## config.mk

```make
export PLATFORM = sky130hd
export DESIGN_NAME = spk_ses_ram
export DESIGN_NICKNAME = d
export VERILOG_FILES = /design/src/sv/spk_pkg.sv /design/src/sv/spk_ses_ram.sv
export SDC_FILE = /design/constraint.sdc
export NUM_CORES = 2
export LEC_CHECK = 0
export BUFFER_PORTS_ARGS = -buffer_cell sky130_fd_sc_hd__buf_2
export CAP_MARGIN = 20
export CORE_MARGIN = 8
export CORE_UTILIZATION = 50
export DETAILED_ROUTE_END_ITERATION = 8
export PLACE_DENSITY = 0.79
export SETUP_SLACK_MARGIN = 0.2
export SLEW_MARGIN = 30
export SYNTH_ARGS = -nofsm -noshare
export SYNTH_HDL_FRONTEND = slang
export SYNTH_MEMORY_MAX_BITS = 65536
export SYNTH_SLANG_ARGS = --single-unit
```

## constraint.sdc

```tcl
create_clock -name clk -period 6.1 [get_ports clk]
set_input_delay 0.915 -clock clk [delete_from_list [all_inputs] [get_ports clk]]
set_output_delay 0.915 -clock clk [all_outputs]
set_load 0.1 [all_outputs]
```

## src/sv/spk_pkg.sv

```systemverilog
// Shared constants and types for the server picker.
package spk_pkg;
  localparam int NSRV = 16;
  localparam int SRV_W = 4;
  localparam int NSES = 64;
  localparam int SES_W = 6;
  localparam int KEY_BITS = 32;

  localparam logic [2:0] FUNC_WEIGHT = 3'd0;
  localparam logic [2:0] FUNC_REQ    = 3'd1;
  localparam logic [2:0] FUNC_HB     = 3'd2;
  localparam logic [2:0] FUNC_REPLY  = 3'd3;
  localparam logic [2:0] FUNC_SWEEP  = 3'd4;

  localparam logic [2:0] REG_COUNT   = 3'd0;
  localparam logic [2:0] REG_PICK    = 3'd1;
  localparam logic [2:0] REG_SMODE   = 3'd2;
  localparam logic [2:0] REG_TIMEOUT = 3'd3;
  localparam logic [2:0] REG_MISS    = 3'd4;

  typedef struct packed {
    logic [KEY_BITS-1:0] key;
    logic [SRV_W-1:0]    srv;
    logic [31:0]         stamp;
  } ses_entry_t;
endpackage

```

## src/sv/spk_ses_ram.sv

```systemverilog
// Session table memory: one write port, one registered read port.
module spk_ses_ram import spk_pkg::*; (
  input  logic                 clk,
  input  logic                 we,
  input  logic [SES_W-1:0]     waddr,
  input  ses_entry_t           wdata,
  input  logic [SES_W-1:0]     raddr,
  output ses_entry_t           rdata
);
  ses_entry_t mem [NSES];
  always_ff @(posedge clk) begin
    if (we) mem[waddr] <= wdata;
    rdata <= mem[raddr];
  end
endmodule

```

# [Yosys cells after proc, flatten, opt, wreduce, memory -nomap -nowiden]
# Memories as Yosys holds them, arrays and structs flattened. A register that Yosys moved wholly into a read port is not among the register bits.
# Cells that the tools add are included.
[op_classes] n_mux=2
[ops] cell="1-bit two-way mux" n=2
[word_totals] regBits=0 ramBits=4352 inputBits=82 out_inout_bits=68 elab_cells=3 mem_count=1
[memory_table] name="mem" depth=64 width=68 rd=1 rd_clocked_by_memory_dff=1 wr=1 line_no="spk_ses_ram.sv:10" source="ses_entry_t mem [NSES];"

# [Longest topological paths before layout]
[logic_depth] word_depth=2 ltp_mapped=10

# [Least setup slack after synthesis]
# OpenSTA, ideal clock, no wires.
[synth_path] kind="input-to-reg" start="input port waddr[3]" end="memory mem[48][0] (netlist bit) (enable)" setup_ns=0.577 t_arrival_ns=6.029 required_ns=5.523 path_slack_ns=-0.506 cell_stages=4 n_path_buf=1 cell_sequence="clkbuf_1 -> nor2b_1 -> nand4b_1 -> nor3_1"
[synth_lines] element="start, declared" line_no="spk_ses_ram.sv:5" source="input logic [SES_W-1:0] waddr,"
[synth_lines] element="end, declared" line_no="spk_ses_ram.sv:10"
# Straight into the memory's write port.

==> metrics <==
# Max-Cap Violations 0; Final Hold Vio Count 0; antenna violations before repair 40; PD cells 337 mW/mm²; Avg WL per Cell 40.3 µm; ys flop type edfxtp_1; Synth area leaders edfxtp_1, mux4_2, o22ai_1; Achievable Freq 0.261 GHz; Top Ports 150; WHS 0.471 ns; Setup CP Type input port to flop; Worst Setup Start Kind input port; max-slew violations 0; # resized after CTS 0; HP Class input port to flop; crit end category flop; gr usage total 0.276; first-pass GRT wire length 677000 µm; Synth Instances 7077; hpwl dp 243000 µm; post-CTS setup buffer count 0; Root Driver clkbuf_16; Vert. Die Dim 591 µm; R2R Path Start mem[37][53]$_DFFE_PP_; Initial DRT Pass Iterations 6; WHS Endpoint mem[10][25]$_DFFE_PP_; Num CTS Buffers 402; RSZ-0062 raised after global routing no; Rel. slew slack 0.194; r2r endpoint rdata[53]$_DFF_P_; Sequential Area 0.132 mm²; Synth Cell Area 0.166 mm²; P_sw 13.9 mW; syn avg cell area 23.4 µm²; total congestion overflow 0; CTS H-tree lvls 5; Clk pwr share 0.407; #FFs+latches synth 4420; Yosys top cell area share 0.790; flop-to-flop setup slack 3.99 ns; clk_lat worst skew 0.92 ns; filler instances 22100; WL final 492000 µm; clock sink total 4420; r2r worst-path depth 5; Internal 48.9 mW; most common cell in the netlist edfxtp_1; EDFF count, synth 4352; combinational group share of total power 0.054; Initial Utilization 0.502; sequential-to-total area share from yosys stat 0.798; # nets final 7533; Buffers on Ports 149; Vias/cell 7.07; DRT iter0 DRCs 15700; HP Start wdata[25]; largest net degree at the start of global routing 138; Layout area overhead 12.5%; switch share 0.221; Die X 591 µm; # setup viols final 0; sequential share of power 0.539; die area 0.350 mm²; DR vias 86200; Layout Skew 0.0446 ns; Clock Pin Slew Worst Setup and Hold Paths 0.07 ns; clock buffer depth 4; area leader, netlist edfxtp_1; status complete, no violations; Ys Warns 0; DRC viols 0; Worst VDD drop 265 µV; footprint of the multi-input gates 0.0319 mm²; Core ar. 0.330 mm²; proportion of layout cells with a drive suffix above 1 0.269; Post-synth ARST share 0; hold_buf cts 0; most instantiated cells after synthesis edfxtp_1, mux4_2, o22ai_1; Synthesized Nets 7159; GP Congestion 0.824; ANT nets after route 0; worst-path maximum fanout 29; Netlist cell types 35; Leakage 57.4 nW; period utilization 0.627; vias in the first global route 87200; CTS tree built; row count 211; Worst-Margin Slew 1.21 ns; crit path time final 3.83 ns; Worst Path Required 6.94 ns; Power Total 62.8 mW; critical path arrival 4.67 ns; Min-Delay Path Depth 1; final setup TNS 0 ns
cells in the final DEF, fill, tap and decap left out, types with 62 or more instances in the layout:
cell type and n:
edfxtp_1 4352, mux4_2 1031, clkbuf_16 405, o22ai_1 370, buf_4 219, mux2i_1 130, a211oi_1 108, nor3_1 101
clkbuf_1 95, buf_2 84, nor2b_1 80, clkinv_2 78, buf_12 68, dfxtp_1 68, nor2_4 62
cell families (layout without fill, tap and decap cells):
| kind of cell | Yosys count | count (layout) | share of synthesized area |
|---|---|---|---|
| AO/OA/AOI/OAI | 669 | 669 | 0.0278 |
| buffers and inverters | 414 | 1120 | 0.0133 |
| flip-flops | 4420 | 4420 | 0.798 |
| multiplexers | 1161 | 1161 | 0.148 |
| other | 0 | 42 | 0 |
| AND/OR/NAND/NOR | 413 | 413 | 0.0129 |
power groups by stage:
stage,combinational [mW],sequential (mW),clock (mW)
final,3.41,33.8,25.5
after detailed placement,3.27,34.5,0
after CTS,3.35,33.8,25.5
after floorplan,1.56,34.8,0
after global routing,3.49,33.8,26.6
after global placement,3.18,34.5,0
state kept, by name, summed over array words and instances (netlist names):
signal / count
rdata: 68
mem: 4352
metal layers:
metal | vias up | global-route usage | share of wire
met2 | 9171 | 0.425 | 0.46
met1 | 43900 | 0.349 | 0.31
met5 | - | 0.00328 | 0.00054
met4 | 16 | 0.158 | 0.069
li1 | 31400 | - | -
met3 | 1805 | 0.0856 | 0.16
through the flow:
stage                     area [µm²]  std cells   util  setup WS, ns
after floorplan               166000       7077      -         0.971
after global placement        173000      11400  0.523          1.75
after detailed placement      173000      11400  0.524          1.63
after CTS                     186000      12100  0.563          2.52
after global routing          186000      12200  0.564          2.41
final                         186000      12200  0.564          2.27
area by class of cell:
cell class,count,area share
Clock inverter,222,0.0130
Multi-Input combinational cell,2243,0.171
Inverter,1,0.0000269
Timing Repair Buffer,383,0.0196
Antenna cell,42,0.000564
Sequential cell,4420,0.709
Tap cell,4366,0.0293
Clock buffer,514,0.0574
critical path, cell delays in order:
cell and delay, ns:
buf_2 0.35, buf_4 0.55, nor2b_1 0.23, nand2_4 0.57
buf_4 0.70, o22ai_1 0.25, nor4_1 0.77, o22a_1 0.25
worst max-delay path by stage:
stage | from | endpoint | slack [ns] | cells past startpoint
after floorplan | waddr[5] | mem[39][0]$_DFFE_PP_ | 0.97 | 4
after global placement | raddr[3] | rdata[65]$_DFF_P_ | 1.75 | 7
after detailed placement | raddr[4] | rdata[25]$_DFF_P_ | 1.63 | 8
after CTS | raddr[4] | rdata[25]$_DFF_P_ | 2.52 | 8
after global routing | raddr[4] | rdata[25]$_DFF_P_ | 2.41 | 8
final | raddr[4] | rdata[25]$_DFF_P_ | 2.27 | 8
Power figures use the tool's default switching activity.
